$ cat config.mk
export PLATFORM = sky130hd
export DESIGN_NAME = integer_pixel_upscaler_flat
export DESIGN_NICKNAME = d
export VERILOG_FILES = /design/src/rtl/upsc_pkg.sv /design/src/rtl/upsc_in_if.sv /design/src/rtl/upsc_out_if.sv /design/src/rtl/upsc_cfg.sv /design/src/rtl/upsc_front.sv /design/src/rtl/upsc_queue.sv /design/src/rtl/upsc_back.sv /design/src/rtl/integer_pixel_upscaler.sv /design/src/flat_wrapper.sv
export SDC_FILE = /design/constraint.sdc
export NUM_CORES = 1
export LEC_CHECK = 0
export ABC_CLOCK_PERIOD_IN_PS = 12330
export BUFFER_PORTS_ARGS = -buffer_cell sky130_fd_sc_hd__buf_2
export CORE_MARGIN = 4
export CORE_UTILIZATION = 45
export CTS_CLUSTER_SIZE = 30
export DETAILED_ROUTE_END_ITERATION = 10
export GPL_ROUTABILITY_DRIVEN = 0
export RECOVER_POWER = 25
export SLEW_MARGIN = 40
export SYNTH_ARGS = -nofsm -noshare
export SYNTH_HDL_FRONTEND = slang
export SYNTH_SLANG_ARGS = --single-unit
$ cat constraint.sdc
create_clock -name clk -period 12.33 [get_ports clk]
set_clock_uncertainty 0.05 [all_clocks]
set_input_delay 0.6165 -clock clk [delete_from_list [all_inputs] [get_ports clk]]
set_output_delay 0.6165 -clock clk [all_outputs]
set_load 0.01 [all_outputs]
$ cat src/rtl/upsc_pkg.sv
// Package for the integer pixel upscaler: limits, field widths, register
// indexes and the structs passed between the front, queue, back and config units.
// No dependencies.
package upsc_pkg;

  localparam int MAX_SCALE      = 8;
  localparam int MAX_SRC_DIM    = 1024;
  localparam int MAX_SCREEN_DIM = 4096;

  localparam int PIX_W  = 32;
  localparam int ADDR_W = 24;
  localparam int SRC_W  = 11;
  localparam int SCL_W  = 4;
  localparam int SCR_W  = 13;

  localparam int NUM_REGS = 8;
  localparam int IDX_W    = $clog2(NUM_REGS);
  localparam int PADDR_W  = IDX_W + 2;
  localparam int PDATA_W  = 32;

  localparam int SC_W    = $clog2(MAX_SCALE + 1);
  localparam int WC_W    = $clog2(MAX_SRC_DIM + 1);
  localparam int SW_W    = $clog2(MAX_SCREEN_DIM + 1);
  localparam int CNT_W   = $clog2(MAX_SRC_DIM);
  localparam int UV_W    = (MAX_SCALE > 1) ? $clog2(MAX_SCALE) : 1;
  localparam int OFF_W   = $clog2(MAX_SCREEN_DIM / 2);
  localparam int SPAN_W  = $clog2(MAX_SRC_DIM * MAX_SCALE + 1);
  localparam int POS_MAX = (MAX_SCREEN_DIM - 1) / 2 + (MAX_SRC_DIM - 1) * MAX_SCALE
                           + MAX_SCALE - 1;
  localparam int POS_W   = $clog2(POS_MAX + 1);
  localparam int MUL_W   = POS_W + SCR_W;

  localparam int QDEPTH = 4;
  localparam int QPTR_W = $clog2(QDEPTH);

  typedef enum logic [IDX_W-1:0] {
    REG_SRC_WIDTH     = 3'd0,
    REG_SRC_HEIGHT    = 3'd1,
    REG_SCALE         = 3'd2,
    REG_SCREEN_WIDTH  = 3'd3,
    REG_SCREEN_HEIGHT = 3'd4,
    REG_ROW_PITCH     = 3'd5,
    REG_CENTER_ENABLE = 3'd6,
    REG_WIDE_PIXELS   = 3'd7
  } reg_idx_t;

  typedef struct packed {
    logic [SC_W-1:0]  scale;
    logic [WC_W-1:0]  width;
    logic [WC_W-1:0]  height;
    logic [SW_W-1:0]  scr_w;
    logic [SW_W-1:0]  scr_h;
    logic [SCR_W-1:0] pitch;
    logic [OFF_W-1:0] off_x;
    logic [OFF_W-1:0] off_y;
    logic             wide;
  } cfg_t;

  typedef struct packed {
    logic [POS_W-1:0] base_x;
    logic [POS_W-1:0] base_y;
    logic [PIX_W-1:0] pix;
  } qent_t;

  typedef struct packed {
    logic             s1_valid;
    logic [CNT_W-1:0] col;
    logic [CNT_W-1:0] row;
  } front_sts_t;

  typedef struct packed {
    logic [QPTR_W:0] count;
    logic            full;
    logic            empty;
  } queue_sts_t;

  typedef struct packed {
    logic            busy;
    logic [UV_W-1:0] u;
    logic [UV_W-1:0] v;
  } back_sts_t;

endpackage

$ cat src/rtl/upsc_in_if.sv
// Source pixel request channel: valid/ready handshake with pixel payload.
// Depends on upsc_pkg.
interface upsc_in_if
  import upsc_pkg::*;
();
  logic             valid;
  logic             ready;
  logic [PIX_W-1:0] pixel_in;
  logic             frame_start;

  modport source (output valid, output pixel_in, output frame_start, input ready);
  modport sink   (input valid, input pixel_in, input frame_start, output ready);
endinterface

$ cat src/rtl/upsc_out_if.sv
// Framebuffer write request channel: valid/ready handshake with write payload.
// Depends on upsc_pkg.
interface upsc_out_if
  import upsc_pkg::*;
();
  logic              valid;
  logic              ready;
  logic [ADDR_W-1:0] write_address;
  logic [PIX_W-1:0]  pixel_out;
  logic              outside_screen;
  logic              last_of_run;

  modport source (output valid, output write_address, output pixel_out,
                  output outside_screen, output last_of_run, input ready);
  modport sink   (input valid, input write_address, input pixel_out,
                  input outside_screen, input last_of_run, output ready);
endinterface

$ cat src/rtl/upsc_cfg.sv
// APB-style register file for the upscaler, with clamped settings and
// registered centering offsets. Depends on upsc_pkg.
module upsc_cfg
  import upsc_pkg::*;
(
  input  logic               clk,
  input  logic               rst_n,
  input  logic               psel,
  input  logic               penable,
  input  logic               pwrite,
  input  logic [PADDR_W-1:0] paddr,
  input  logic [PDATA_W-1:0] pwdata,
  output logic [PDATA_W-1:0] prdata,
  output logic               pready,
  output cfg_t               cfg
);

  logic [SRC_W-1:0] src_width_r, src_height_r;
  logic [SCL_W-1:0] scale_r;
  logic [SCR_W-1:0] screen_width_r, screen_height_r, row_pitch_r;
  logic             center_enable_r, wide_pixels_r;
  logic [OFF_W-1:0] off_x_r, off_y_r, off_x_nxt, off_y_nxt;

  logic [SC_W-1:0]   s_c;
  logic [WC_W-1:0]   w_c, h_c;
  logic [SW_W-1:0]   sw_c, sh_c;
  logic [SPAN_W-1:0] scaled_x, scaled_y;
  logic [SPAN_W:0]   diff_x, diff_y;
  reg_idx_t          idx;

  assign pready = 1'b1;
  assign idx    = reg_idx_t'(paddr[PADDR_W-1:2]);

  always_ff @(posedge clk) begin
    if (!rst_n) begin
      src_width_r     <= SRC_W'(320);
      src_height_r    <= SRC_W'(240);
      scale_r         <= SCL_W'(2);
      screen_width_r  <= SCR_W'(640);
      screen_height_r <= SCR_W'(480);
      row_pitch_r     <= SCR_W'(640);
      center_enable_r <= 1'b0;
      wide_pixels_r   <= 1'b0;
    end else if (psel && penable && pwrite) begin
      case (idx)
        REG_SRC_WIDTH:     src_width_r     <= pwdata[SRC_W-1:0];
        REG_SRC_HEIGHT:    src_height_r    <= pwdata[SRC_W-1:0];
        REG_SCALE:         scale_r         <= pwdata[SCL_W-1:0];
        REG_SCREEN_WIDTH:  screen_width_r  <= pwdata[SCR_W-1:0];
        REG_SCREEN_HEIGHT: screen_height_r <= pwdata[SCR_W-1:0];
        REG_ROW_PITCH:     row_pitch_r     <= pwdata[SCR_W-1:0];
        REG_CENTER_ENABLE: center_enable_r <= pwdata[0];
        REG_WIDE_PIXELS:   wide_pixels_r   <= pwdata[0];
        default: ;
      endcase
    end
  end

  always_comb begin
    case (idx)
      REG_SRC_WIDTH:     prdata = PDATA_W'(src_width_r);
      REG_SRC_HEIGHT:    prdata = PDATA_W'(src_height_r);
      REG_SCALE:         prdata = PDATA_W'(scale_r);
      REG_SCREEN_WIDTH:  prdata = PDATA_W'(screen_width_r);
      REG_SCREEN_HEIGHT: prdata = PDATA_W'(screen_height_r);
      REG_ROW_PITCH:     prdata = PDATA_W'(row_pitch_r);
      REG_CENTER_ENABLE: prdata = PDATA_W'(center_enable_r);
      REG_WIDE_PIXELS:   prdata = PDATA_W'(wide_pixels_r);
      default:           prdata = '0;
    endcase
  end

  // Clamp settings into their legal ranges
  always_comb begin
    if (scale_r == '0) s_c = SC_W'(1);
    else if (32'(scale_r) > MAX_SCALE) s_c = SC_W'(MAX_SCALE);
    else s_c = SC_W'(scale_r);

    if (src_width_r == '0) w_c = WC_W'(1);
    else if (32'(src_width_r) > MAX_SRC_DIM) w_c = WC_W'(MAX_SRC_DIM);
    else w_c = WC_W'(src_width_r);

    if (src_height_r == '0) h_c = WC_W'(1);
    else if (32'(src_height_r) > MAX_SRC_DIM) h_c = WC_W'(MAX_SRC_DIM);
    else h_c = WC_W'(src_height_r);

    if (32'(screen_width_r) > MAX_SCREEN_DIM) sw_c = SW_W'(MAX_SCREEN_DIM);
    else sw_c = SW_W'(screen_width_r);

    if (32'(screen_height_r) > MAX_SCREEN_DIM) sh_c = SW_W'(MAX_SCREEN_DIM);
    else sh_c = SW_W'(screen_height_r);
  end

  // Centering offsets: (screen - scaled) / 2, zero when disabled or too large
  always_comb begin
    scaled_x = SPAN_W'(w_c) * SPAN_W'(s_c);
    scaled_y = SPAN_W'(h_c) * SPAN_W'(s_c);
    diff_x   = (SPAN_W+1)'(sw_c) - (SPAN_W+1)'(scaled_x);
    diff_y   = (SPAN_W+1)'(sh_c) - (SPAN_W+1)'(scaled_y);
    if (center_enable_r && (32'(sw_c) > 32'(scaled_x))) off_x_nxt = diff_x[OFF_W:1];
    else off_x_nxt = '0;
    if (center_enable_r && (32'(sh_c) > 32'(scaled_y))) off_y_nxt = diff_y[OFF_W:1];
    else off_y_nxt = '0;
  end

  always_ff @(posedge clk) begin
    off_x_r <= off_x_nxt;
    off_y_r <= off_y_nxt;
  end

  always_comb begin
    cfg.scale = s_c;
    cfg.width = w_c;
    cfg.height = h_c;
    cfg.scr_w = sw_c;
    cfg.scr_h = sh_c;
    cfg.pitch = row_pitch_r;
    cfg.off_x = off_x_r;
    cfg.off_y = off_y_r;
    cfg.wide  = wide_pixels_r;
  end

endmodule

$ cat src/rtl/upsc_front.sv
// Front unit: accepts source pixels, tracks column and row, masks narrow
// pixels and computes the block origin for the queue. Depends on upsc_pkg, upsc_in_if.
module upsc_front
  import upsc_pkg::*;
(
  input  logic        clk,
  input  logic        rst_n,
  upsc_in_if.sink     in_ch,
  input  cfg_t        cfg,
  input  logic        q_full,
  output logic        q_push,
  output qent_t       q_wdata,
  output front_sts_t  sts
);

  logic             s1_valid_r, s1_valid_nxt;
  logic [PIX_W-1:0] s1_pix_r;
  logic [CNT_W-1:0] s1_col_r, s1_row_r;
  logic [CNT_W-1:0] col_r, row_r, col_nxt, row_nxt, col_cur, row_cur;
  logic [CNT_W:0]   col_inc, row_inc;
  logic             accept;
  logic [CNT_W+SC_W-1:0] prod_x, prod_y;

  assign q_push      = s1_valid_r && !q_full;
  assign in_ch.ready = !s1_valid_r || !q_full;
  assign accept      = in_ch.valid && in_ch.ready;

  always_comb begin
    col_cur = in_ch.frame_start ? '0 : col_r;
    row_cur = in_ch.frame_start ? '0 : row_r;
    col_inc = (CNT_W+1)'(col_cur) + (CNT_W+1)'(1);
    row_inc = (CNT_W+1)'(row_cur) + (CNT_W+1)'(1);
    if (32'(col_inc) >= 32'(cfg.width)) begin
      col_nxt = '0;
      row_nxt = (32'(row_inc) >= 32'(cfg.height)) ? '0 : row_inc[CNT_W-1:0];
    end else begin
      col_nxt = col_inc[CNT_W-1:0];
      row_nxt = row_cur;
    end
    s1_valid_nxt = accept ? 1'b1 : (q_push ? 1'b0 : s1_valid_r);
  end

  always_ff @(posedge clk) begin
    if (!rst_n) begin
      col_r      <= '0;
      row_r      <= '0;
      s1_valid_r <= 1'b0;
    end else begin
      s1_valid_r <= s1_valid_nxt;
      if (accept) begin
        col_r <= col_nxt;
        row_r <= row_nxt;
      end
    end
  end

  always_ff @(posedge clk) begin
    if (accept) begin
      s1_pix_r <= cfg.wide ? in_ch.pixel_in : {16'd0, in_ch.pixel_in[15:0]};
      s1_col_r <= col_cur;
      s1_row_r <= row_cur;
    end
  end

  always_comb begin
    prod_x         = (CNT_W+SC_W)'(s1_col_r) * (CNT_W+SC_W)'(cfg.scale);
    prod_y         = (CNT_W+SC_W)'(s1_row_r) * (CNT_W+SC_W)'(cfg.scale);
    q_wdata.base_x = POS_W'(cfg.off_x) + POS_W'(prod_x);
    q_wdata.base_y = POS_W'(cfg.off_y) + POS_W'(prod_y);
    q_wdata.pix    = s1_pix_r;
  end

  assign sts = '{s1_valid: s1_valid_r, col: s1_col_r, row: s1_row_r};

endmodule

$ cat src/rtl/upsc_queue.sv
// Short request queue between the front and back units.
// Depends on upsc_pkg.
module upsc_queue
  import upsc_pkg::*;
(
  input  logic       clk,
  input  logic       rst_n,
  input  logic       push,
  input  qent_t      wdata,
  input  logic       pop,
  output qent_t      rdata,
  output queue_sts_t sts
);

  qent_t           mem_r [QDEPTH];
  logic [QPTR_W-1:0] wr_ptr_r, rd_ptr_r;
  logic [QPTR_W:0]   count_r;

  always_ff @(posedge clk) begin
    if (push) mem_r[wr_ptr_r] <= wdata;
  end

  always_ff @(posedge clk) begin
    if (!rst_n) begin
      wr_ptr_r <= '0;
      rd_ptr_r <= '0;
      count_r  <= '0;
    end else begin
      if (push) wr_ptr_r <= wr_ptr_r + QPTR_W'(1);
      if (pop)  rd_ptr_r <= rd_ptr_r + QPTR_W'(1);
      case ({push, pop})
        2'b10:   count_r <= count_r + (QPTR_W+1)'(1);
        2'b01:   count_r <= count_r - (QPTR_W+1)'(1);
        default: count_r <= count_r;
      endcase
    end
  end

  assign rdata     = mem_r[rd_ptr_r];
  assign sts.count = count_r;
  assign sts.full  = (count_r == (QPTR_W+1)'(QDEPTH));
  assign sts.empty = (count_r == '0);

endmodule

$ cat src/rtl/upsc_back.sv
// Back unit: replicates each queued pixel into a scale x scale block of
// framebuffer write requests behind an output register. Depends on upsc_pkg, upsc_out_if.
module upsc_back
  import upsc_pkg::*;
(
  input  logic        clk,
  input  logic        rst_n,
  input  cfg_t        cfg,
  input  qent_t       q_rdata,
  input  logic        q_empty,
  output logic        q_pop,
  upsc_out_if.source  out_ch,
  output back_sts_t   sts
);

  logic              busy_r, busy_nxt;
  logic [POS_W-1:0]  bx_r, by_r;
  logic [PIX_W-1:0]  pix_r;
  logic [UV_W-1:0]   u_r, v_r, u_nxt, v_nxt, s_max;
  logic              step, last, load;
  logic [POS_W-1:0]  x, y;
  logic [MUL_W-1:0]  addr_full;

  logic              ovalid_r, ovalid_nxt;
  logic [ADDR_W-1:0] oaddr_r;
  logic [PIX_W-1:0]  opix_r;
  logic              oout_r, olast_r;

  assign s_max = UV_W'(cfg.scale - SC_W'(1));
  assign step  = busy_r && (!ovalid_r || out_ch.ready);
  assign last  = (u_r == s_max) && (v_r == s_max);
  assign load  = !q_empty && (!busy_r || (step && last));
  assign q_pop = load;

  always_comb begin
    x         = bx_r + POS_W'(u_r);
    y         = by_r + POS_W'(v_r);
    addr_full = MUL_W'(y) * MUL_W'(cfg.pitch) + MUL_W'(x);

    u_nxt = u_r;
    v_nxt = v_r;
    if (load) begin
      u_nxt = '0;
      v_nxt = '0;
    end else if (step) begin
      if (u_r == s_max) begin
        u_nxt = '0;
        v_nxt = v_r + UV_W'(1);
      end else begin
        u_nxt = u_r + UV_W'(1);
      end
    end

    busy_nxt   = load ? 1'b1 : ((step && last) ? 1'b0 : busy_r);
    ovalid_nxt = step ? 1'b1 : (out_ch.ready ? 1'b0 : ovalid_r);
  end

  always_ff @(posedge clk) begin
    if (!rst_n) begin
      busy_r   <= 1'b0;
      ovalid_r <= 1'b0;
      u_r      <= '0;
      v_r      <= '0;
    end else begin
      busy_r   <= busy_nxt;
      ovalid_r <= ovalid_nxt;
      u_r      <= u_nxt;
      v_r      <= v_nxt;
    end
  end

  always_ff @(posedge clk) begin
    if (load) begin
      bx_r  <= q_rdata.base_x;
      by_r  <= q_rdata.base_y;
      pix_r <= q_rdata.pix;
    end
    if (step) begin
      oaddr_r <= addr_full[ADDR_W-1:0];
      opix_r  <= pix_r;
      oout_r  <= (32'(x) >= 32'(cfg.scr_w)) || (32'(y) >= 32'(cfg.scr_h));
      olast_r <= last;
    end
  end

  assign out_ch.valid          = ovalid_r;
  assign out_ch.write_address  = oaddr_r;
  assign out_ch.pixel_out      = opix_r;
  assign out_ch.outside_screen = oout_r;
  assign out_ch.last_of_run    = olast_r;

  assign sts = '{busy: busy_r, u: u_r, v: v_r};

endmodule

$ cat src/rtl/integer_pixel_upscaler.sv
// Top level of the integer pixel upscaler: config registers, front unit,
// request queue and back unit. Depends on upsc_pkg, upsc_in_if, upsc_out_if and all units.
//
//  channel  | direction | handshake             | payload
//  in_ch    | in        | valid/ready           | pixel_in[31:0], frame_start
//  out_ch   | out       | valid/ready           | write_address[23:0], pixel_out[31:0],
//           |           |                       | outside_screen, last_of_run
//  cfg      | in        | psel/penable/pwrite   | paddr[4:0], pwdata/prdata[31:0]
//
// Each source pixel becomes scale*scale write requests: the back unit issues one write
// request per cycle from its block counters while out_ch.ready does not hold it.
// The front takes one pixel per cycle until the 4-entry queue fills.
// Reset is synchronous: registers return to defaults, position to (0,0), queue empties.
// A low out_ch.ready holds the back unit; in_ch.ready drops while the queue is full
// and the front stage holds a request.
module integer_pixel_upscaler
  import upsc_pkg::*;
(
  input  logic               clk,
  input  logic               rst_n,
  upsc_in_if.sink            in_ch,
  upsc_out_if.source         out_ch,
  input  logic               psel,
  input  logic               penable,
  input  logic               pwrite,
  input  logic [PADDR_W-1:0] paddr,
  input  logic [PDATA_W-1:0] pwdata,
  output logic [PDATA_W-1:0] prdata,
  output logic               pready
);

  cfg_t       cfg;
  qent_t      q_wdata, q_rdata;
  logic       q_push, q_pop;
  queue_sts_t q_sts;
  front_sts_t f_sts;
  back_sts_t  b_sts;

  upsc_cfg u_cfg (
    .clk     (clk),
    .rst_n   (rst_n),
    .psel    (psel),
    .penable (penable),
    .pwrite  (pwrite),
    .paddr   (paddr),
    .pwdata  (pwdata),
    .prdata  (prdata),
    .pready  (pready),
    .cfg     (cfg)
  );

  upsc_front u_front (
    .clk     (clk),
    .rst_n   (rst_n),
    .in_ch   (in_ch),
    .cfg     (cfg),
    .q_full  (q_sts.full),
    .q_push  (q_push),
    .q_wdata (q_wdata),
    .sts     (f_sts)
  );

  upsc_queue u_queue (
    .clk   (clk),
    .rst_n (rst_n),
    .push  (q_push),
    .wdata (q_wdata),
    .pop   (q_pop),
    .rdata (q_rdata),
    .sts   (q_sts)
  );

  upsc_back u_back (
    .clk     (clk),
    .rst_n   (rst_n),
    .cfg     (cfg),
    .q_rdata (q_rdata),
    .q_empty (q_sts.empty),
    .q_pop   (q_pop),
    .out_ch  (out_ch),
    .sts     (b_sts)
  );

  a_queue_bound: assert property (@(posedge clk) disable iff (!rst_n)
    32'(q_sts.count) <= QDEPTH)
    else $error("request queue count out of range");

  a_pop_nonempty: assert property (@(posedge clk) disable iff (!rst_n)
    q_pop |-> !q_sts.empty)
    else $error("pop from empty request queue");

  a_frame_origin: assert property (@(posedge clk) disable iff (!rst_n)
    (in_ch.valid && in_ch.ready && in_ch.frame_start) |=>
      (f_sts.s1_valid && f_sts.col == '0 && f_sts.row == '0))
    else $error("frame start did not place pixel at origin");

  a_idle_uv: assert property (@(posedge clk) disable iff (!rst_n)
    (!b_sts.busy && !$past(b_sts.busy)) |->
      (b_sts.u == $past(b_sts.u) && b_sts.v == $past(b_sts.v)))
    else $error("block counters moved while back unit idle");

endmodule
$ cat src/flat_wrapper.sv
// flat-port wrapper written by rule: the top's interface ports become plain ports
module integer_pixel_upscaler_flat import upsc_pkg::*;
  (clk, rst_n, psel, penable, pwrite, paddr, pwdata, prdata, pready, in_ch_valid, in_ch_pixel_in, in_ch_frame_start, in_ch_ready, out_ch_valid, out_ch_write_address, out_ch_pixel_out, out_ch_outside_screen, out_ch_last_of_run, out_ch_ready);
  upsc_in_if in_ch_i ();
  upsc_out_if out_ch_i ();
  input  logic clk;
  input  logic rst_n;
  input  logic psel;
  input  logic penable;
  input  logic pwrite;
  input  logic [PADDR_W-1:0] paddr;
  input  logic [PDATA_W-1:0] pwdata;
  output logic [PDATA_W-1:0] prdata;
  output logic pready;
  input wire logic [$bits(in_ch_i.valid)-1:0] in_ch_valid;
  input wire logic [$bits(in_ch_i.pixel_in)-1:0] in_ch_pixel_in;
  input wire logic [$bits(in_ch_i.frame_start)-1:0] in_ch_frame_start;
  output wire logic [$bits(in_ch_i.ready)-1:0] in_ch_ready;
  output wire logic [$bits(out_ch_i.valid)-1:0] out_ch_valid;
  output wire logic [$bits(out_ch_i.write_address)-1:0] out_ch_write_address;
  output wire logic [$bits(out_ch_i.pixel_out)-1:0] out_ch_pixel_out;
  output wire logic [$bits(out_ch_i.outside_screen)-1:0] out_ch_outside_screen;
  output wire logic [$bits(out_ch_i.last_of_run)-1:0] out_ch_last_of_run;
  input wire logic [$bits(out_ch_i.ready)-1:0] out_ch_ready;
  assign in_ch_i.valid = in_ch_valid;
  assign in_ch_i.pixel_in = in_ch_pixel_in;
  assign in_ch_i.frame_start = in_ch_frame_start;
  assign in_ch_ready = in_ch_i.ready;
  assign out_ch_valid = out_ch_i.valid;
  assign out_ch_write_address = out_ch_i.write_address;
  assign out_ch_pixel_out = out_ch_i.pixel_out;
  assign out_ch_outside_screen = out_ch_i.outside_screen;
  assign out_ch_last_of_run = out_ch_i.last_of_run;
  assign out_ch_i.ready = out_ch_ready;
  integer_pixel_upscaler u_core (.clk(clk), .rst_n(rst_n), .in_ch(in_ch_i), .out_ch(out_ch_i), .psel(psel), .penable(penable), .pwrite(pwrite), .paddr(paddr), .pwdata(pwdata), .prdata(prdata), .pready(pready));
endmodule
Yosys cells after proc, flatten, opt, wreduce, memory -nomap -nowiden
Memories as Yosys holds them, arrays and structs flattened. A register that Yosys moved wholly into a read port is not among the register bits.
Index checks and enable logic that the tools add are counted.

word-level totals
  bits in registers = 235
  latch bits = 0
  memory bits (writable) = 240
  ROM bits = 0
  input bits = 77
  memories kept = 1

cells by class
  add/sub/neg operators = 16
  multipliers = 5
  divide/modulo/power cells = 0
  magnitude comparators = 11
  equality and inequality tests = 12
  shift-type cells = 0
  muxes and demuxes = 24
  bitwise logic cells = 1
  reductions and logical operators = 38

memory list
  memory                depth  bits a word  rd ports  clocked after memory_dff  wr ports  line              source
  u_core.u_queue.mem_r  4      60           1         1                         1         upsc_queue.sv:15  qent_t mem_r [QDEPTH];

operators by type and width
  kind                                                             count
  32-bit case mux with 8 select lines                              1
  10-bit 2-to-1 mux                                                5
  11-bit 2-to-1 mux                                                4
  11-bit by 14-bit adder with 14-bit output                        2
  14-bit by 3-bit adder with 14-bit output                         2
  14-bit by 13-bit >= comparator with 1-bit output                 2
  13-bit by 14-bit > comparator with 1-bit output                  2
  10-bit by 4-bit multiplier with 14-bit output                    2
  11-bit by 4-bit multiplier with 14-bit output                    2
  13-bit > comparator, second input constant                       2
  13-bit 2-to-1 mux                                                2
  24-bit by 14-bit adder with 24-bit output                        1
  14-bit by 13-bit multiplier with 24-bit output                   1
  12-bit subtractor                                                2
  10-bit by 1-bit adder with 11-bit output, second input constant  2
  11-bit >= comparator                                             2
  11-bit > comparator, second input constant                       2
  11-bit zero test                                                 2
  2-bit AND reduction                                              9
  3-bit == test, second input constant                             5
  1-bit logical AND                                                10
  3-bit by 1-bit adder with 3-bit output, second input constant    3
  1-bit 2-to-1 mux                                                 8
  4-bit 2-to-1 mux                                                 2
  17 further kinds                                                 32

Longest topological paths before layout
  word-level depth = 11
  mapped depth = 30

Hierarchy
From an unflattened synthesis, not the netlist that was laid out.

unflattened totals
  cells, all modules = 3103
  area, all modules = 35143.7 um^2

by module, submodules not included
  module      instances  cells an instance  area each (um^2)
  upsc_back   1          1038               11384.7
  upsc_queue  1          360                9173.8
  upsc_cfg    1          1055               8105.3
  upsc_front  1          650                6480.0

Worst setup path after synthesis
No wires, ideal clock.

  path kind = reg-to-reg
  from = register u_core.u_back.v_r[0]
  to = register u_core.u_back.oaddr_r[23] (netlist: u_core.u_back.out_ch.write_address[23]) (data pin)
  library setup time = 0.265 ns
  data arrival time = 6.616 ns
  slack = 5.399 ns
  stages on the path, launching flop included = 28
  buffers on the path = 1
  period minus slack after synthesis = 6.931 ns
  path through = dfxtp_1 -> ha_1 -> inv_1 -> fa_1 -> nor2b_1 -> or2_2 -> nand3_1 -> nor2_1 -> xor2_1 -> clkbuf_1 -> nand2_1 -> fa_1 -> fa_1 -> inv_1 -> fa_1 -> fa_1 -> fa_1 -> inv_1 -> fa_1 -> inv_1 -> ha_1 -> a21o_1 -> a21oi_1 -> o21ai_0 -> o21bai_1 -> o21bai_1 -> o21ai_0 -> xor2_1

between the ends
  word-level cells in the longest chain between the ends = 3

RTL lines
  element                                         line             source
  start: declaration                              upsc_back.sv:19  logic [UV_W-1:0] u_r, v_r, u_nxt, v_nxt, s_max;
  start signal: assignment                        upsc_back.sv:68  v_r <= v_nxt;
  14-bit by 3-bit adder with 14-bit output        upsc_back.sv:37  y = by_r + POS_W'(v_r);
  14-bit by 13-bit multiplier with 24-bit output  upsc_back.sv:38  addr_full = MUL_W'(y) * MUL_W'(cfg.pitch) + MUL_W'(x);
  24-bit by 14-bit adder with 24-bit output       upsc_back.sv:38
  via u_core.u_back.addr_full[23]                 upsc_back.sv:22  logic [MUL_W-1:0] addr_full;
  end signal: assignment                          upsc_back.sv:79  oaddr_r <= addr_full[ADDR_W-1:0];
  end: declaration                                upsc_back.sv:25  logic [ADDR_W-1:0] oaddr_r;

The timed path passes the listed nets, and every way through them passes these cells.
A chain may end at the register's enable or synchronous reset.

Worst setup path after layout
Ends and elaborated chain as after synthesis.

==> results.py <==
metrics = {
    "placed_design": {
        "dp_hpwl_mm": 59.1,
        "portBuffers": 128,
        "dp_cells": 4019,
        "placed_area_um2": 35500,
    },
    "outcome": {
        "violations": "capacitance limit, slew limit",
        "status": "finished, violations left",
    },
    "clocking": {
        "path_clk_slew_ns": 0.06,
        "ctsHoldBuffers": 0,
        "post_cts_buffers": 0,
        "numCtsBuffers": 56,
        "cts_tree": "built",
        "cts-resized-gates": 0,
        "h-tree-depth": 2,
        "cts_sinks": 535,
        "root_buffer": "clkbuf_16",
        "clock_latency_ns": 0.63,
        "cts_max_path_buffers": 3,
    },
    "finish": {
        "layoutNonFillerInstCount": 4126,
        "design_area_um2": 37400,
        "final_layout_size_suffix_gt1_frac": 0.0995,
        "final_nets": 3658,
        "area_growth_pct": 10.2,
    },
    "route": {
        "detail_route.wl_per_cell_um": 19.4,
        "routed_wl_mm": 80.2,
        "dr.pass1.iters": 6,
        "detail-route-antenna-nets": 0,
        "vias_per_cell": 5.42,
        "drc": 0,
        "drtIter0Drc": 1488,
        "vias": 22400,
    },
    "grt": {
        "antenna_found_initial": 1,
        "grt_remaining_overflow": 0,
        "grt_max_degree": 75,
        "grt_pass1_wl_mm": 127,
        "grt_pass1_vias": 23100,
        "grt.total_usage": 0.202,
    },
    "critical_path": {
        "ff2ff_path_depth": 25,
        "critPathCaptureType": "flop",
        "crit_type": "reg -> reg",
        "crit_fanout": 14,
        "worst_setup_path_start_kind": "flop",
        "worstPathArrival_ns": 8.12,
        "cp_data_required_time_ns": 12.64,
    },
    "worst_hold_path": {
        "whs_path_depth": 1,
        "hold_path.class": "in -> reg",
    },
    "logic_synthesis": {
        "synth.avg_cell_area_um2": 11.3,
        "netlist-cell-type-count": 75,
        "netlist_instances": 3006,
        "ys_ff_latch": 535,
        "yosysWarnings": 0,
        "synth_area_leader_cell": "edfxtp_1",
        "ys_seq_area_frac": 0.437,
        "synth_area_leaders": "edfxtp_1, fa_1, ha_1",
        "ys.flop_type": "edfxtp_1",
        "async_flop_share": 0,
        "synth_edf_count": 410,
        "synth.top_cell.area_share": 0.363,
        "netlist_area_um2": 33900,
    },
    "run": {
        "drv_cap": 5,
    },
    "floorplan": {
        "ios": 170,
        "core-area_um2": 74600,
        "initial_core_util": 0.455,
        "die_area_um2": 79800,
        "num_rows": 100,
        "die_w_um": 283,
        "die_y_um": 283,
    },
    "timing": {
        "layout_worst_path_cycle_share": 0.633,
        "fin_crit_ns": 7.80,
        "final_hold_viol_count": 0,
        "fmax_mhz": 128,
        "tightest_slew_ns": 3.94,
        "setup_viol": 0,
        "rsz0062_at_grt": "false",
        "tns_ns": 0,
        "slew_viol_final": 182,
        "slew_headroom": -1.62,
    },
    "pwr": {
        "power.density_nw_per_um2": 179,
        "total_power_mw": 6.68,
        "p_leak_nw": 15.6,
        "vdd_drop_max_v": 0.000153,
    },
}
-- Yosys cell counts (9+ instances only) --
cell        n
nand4_1    16
a211oi_1   15
fa_1      233
inv_1     321
o21ai_0    68
mux2i_1    29
edfxtp_1  410
nor3_1     37
a21o_1     27
ha_1      240
buf_4      21
a21oi_1   144
or2_2       9
and2_1    114
and3_1     39
nor2b_1    56
nand3_1    68
o21bai_1   11
dfxtp_1   125
a31oi_1     9
xnor2_1    80
xor2_1     51
mux4_2     60
clkbuf_1   95
o21a_1     21
nand2_1   390
nand2b_1   24
nor2_1    173
-- cell usage in the layout (no fill, tap or decap), types with 6 or more instances in the layout --
cell / count
edfxtp_1: 410
nand2_1: 390
inv_1: 319
ha_1: 240
fa_1: 233
nor2_1: 170
a21oi_1: 144
dfxtp_1: 124
buf_2: 116
and2_1: 103
xnor2_1: 77
nand3_1: 68
o21ai_0: 68
mux4_2: 60
clkbuf_16: 58
nor2b_1: 55
xor2_1: 51
and3_1: 39
nor3_1: 35
clkbuf_1: 35
mux2i_1: 29
a21o_1: 27
nand2b_1: 24
o21a_1: 21
buf_4: 21
conb_1: 20
nand4_1: 16
a211oi_1: 15
clkinv_1: 11
o21bai_1: 10
or2_2: 9
a31oi_1: 9
and2_0: 8
o211ai_1: 7
nor4_1: 7
clkinv_2: 6
o41ai_1: 6
o31ai_1: 6
and4_1: 6
-- per-layer routing --
metal / up-vias / routed length [um] / GRT usage
met5: - / 0 / 0
met4: 0 / 2630 / 0.0677
met3: 127 / 3910 / 0.0234
met2: 570 / 39300 / 0.346
met1: 11200 / 34300 / 0.271
li1: 10400 / - / -
-- metrics by stage --
stage | hold WS, ns | setup WS [ns] | utilization
3_3_place_gp | 0.350 | 4.66 | 0.476
6_report | 0.120 | 4.53 | 0.501
3_5_place_dp | 0.355 | 4.50 | 0.477
4_1_cts | 0.0804 | 4.51 | 0.501
2_1_floorplan | 0.350 | 5.40 | -
5_1_grt | 0.0894 | 4.07 | 0.501
-- logic make-up (layout without fill, tap and decap cells) --
family                   after synthesis  in the layout  synth area share
buffers and inverters                451            583            0.0527
AO/OA/AOI/OAI                        361            361            0.0662
multiplexers                          90             90            0.0487
XOR/XNOR                             134            134            0.0358
adder cells (fa/ha/maj)              473            473             0.226
other                                  2             21          0.000221
flip-flops                           535            535             0.437
AND/OR/NAND/NOR                      960            960             0.133
-- power breakdown --
group | switching [mW] | internal, mW | total, mW
registers | 0.156 | 2.37 | 2.52
logic | 1.44 | 1.05 | 2.48
clock network | 0.711 | 0.961 | 1.67
-- area by class of cell --
class                   instances  area, um^2
inverters                     322        1210
flip-flops and latches        535       14800
well taps                     969        1210
multi-input cells            2038       17500
repair buffers                155         837
clock buffers                  79        1540
fillers                      6612       37200
diodes                          1        2.50
clock inverters                27         294
-- registers in the layout (all words and copies together) (netlist names), 11 cells and up --
name / flops
u_core.u_cfg.screen_height_r: 13
u_core.u_back.pix_r: 32
u_core.u_back.out_ch.pixel_out: 32
u_core.u_cfg.off_y_r: 11
u_core.u_back.bx_r: 14
u_core.u_front.s1_pix_r: 32
u_core.u_cfg.screen_width_r: 13
u_core.u_cfg.off_x_r: 11
u_core.u_cfg.src_height_r: 11
u_core.u_back.out_ch.write_address: 24
u_core.u_back.by_r: 14
u_core.u_queue.mem_r: 240
u_core.u_cfg.src_width_r: 11
u_core.u_cfg.row_pitch_r: 13
-- worst max-delay path, stage by stage (launching register included) --
cell and delay (ns):
dfxtp_1 0.43, ha_1 0.22, inv_1 0.06, fa_1 0.41
nor2b_1 0.17, or2_2 0.15, nand4_1 0.14, xnor2_2 0.65
nand2_1 0.16, fa_1 0.52, inv_1 0.05, fa_1 0.42
fa_1 0.61, fa_1 0.45, fa_1 0.55, inv_1 0.06
fa_1 0.53, inv_1 0.04, ha_1 0.36, a21o_1 0.21
a21oi_1 0.20, o21ai_0 0.16, o21bai_1 0.24, o21bai_1 0.33
o21ai_0 0.21, xor2_1 0.17
-- final timing paths --
path | start | end | slack (ns)
setup reg to reg | u_core.u_back.v_r[0] | u_core.u_back.out_ch.write_address[23] | 4.53
hold / removal | in_ch_pixel_in[2] | u_core.u_front.s1_pix_r[2] | 0.12
setup / recovery | u_core.u_back.v_r[0] | u_core.u_back.out_ch.write_address[23] | 4.53
hold reg to reg | u_core.u_back.pix_r[0] | u_core.u_back.out_ch.pixel_out[0] | 0.37
Power figures use the tool's default switching activity.
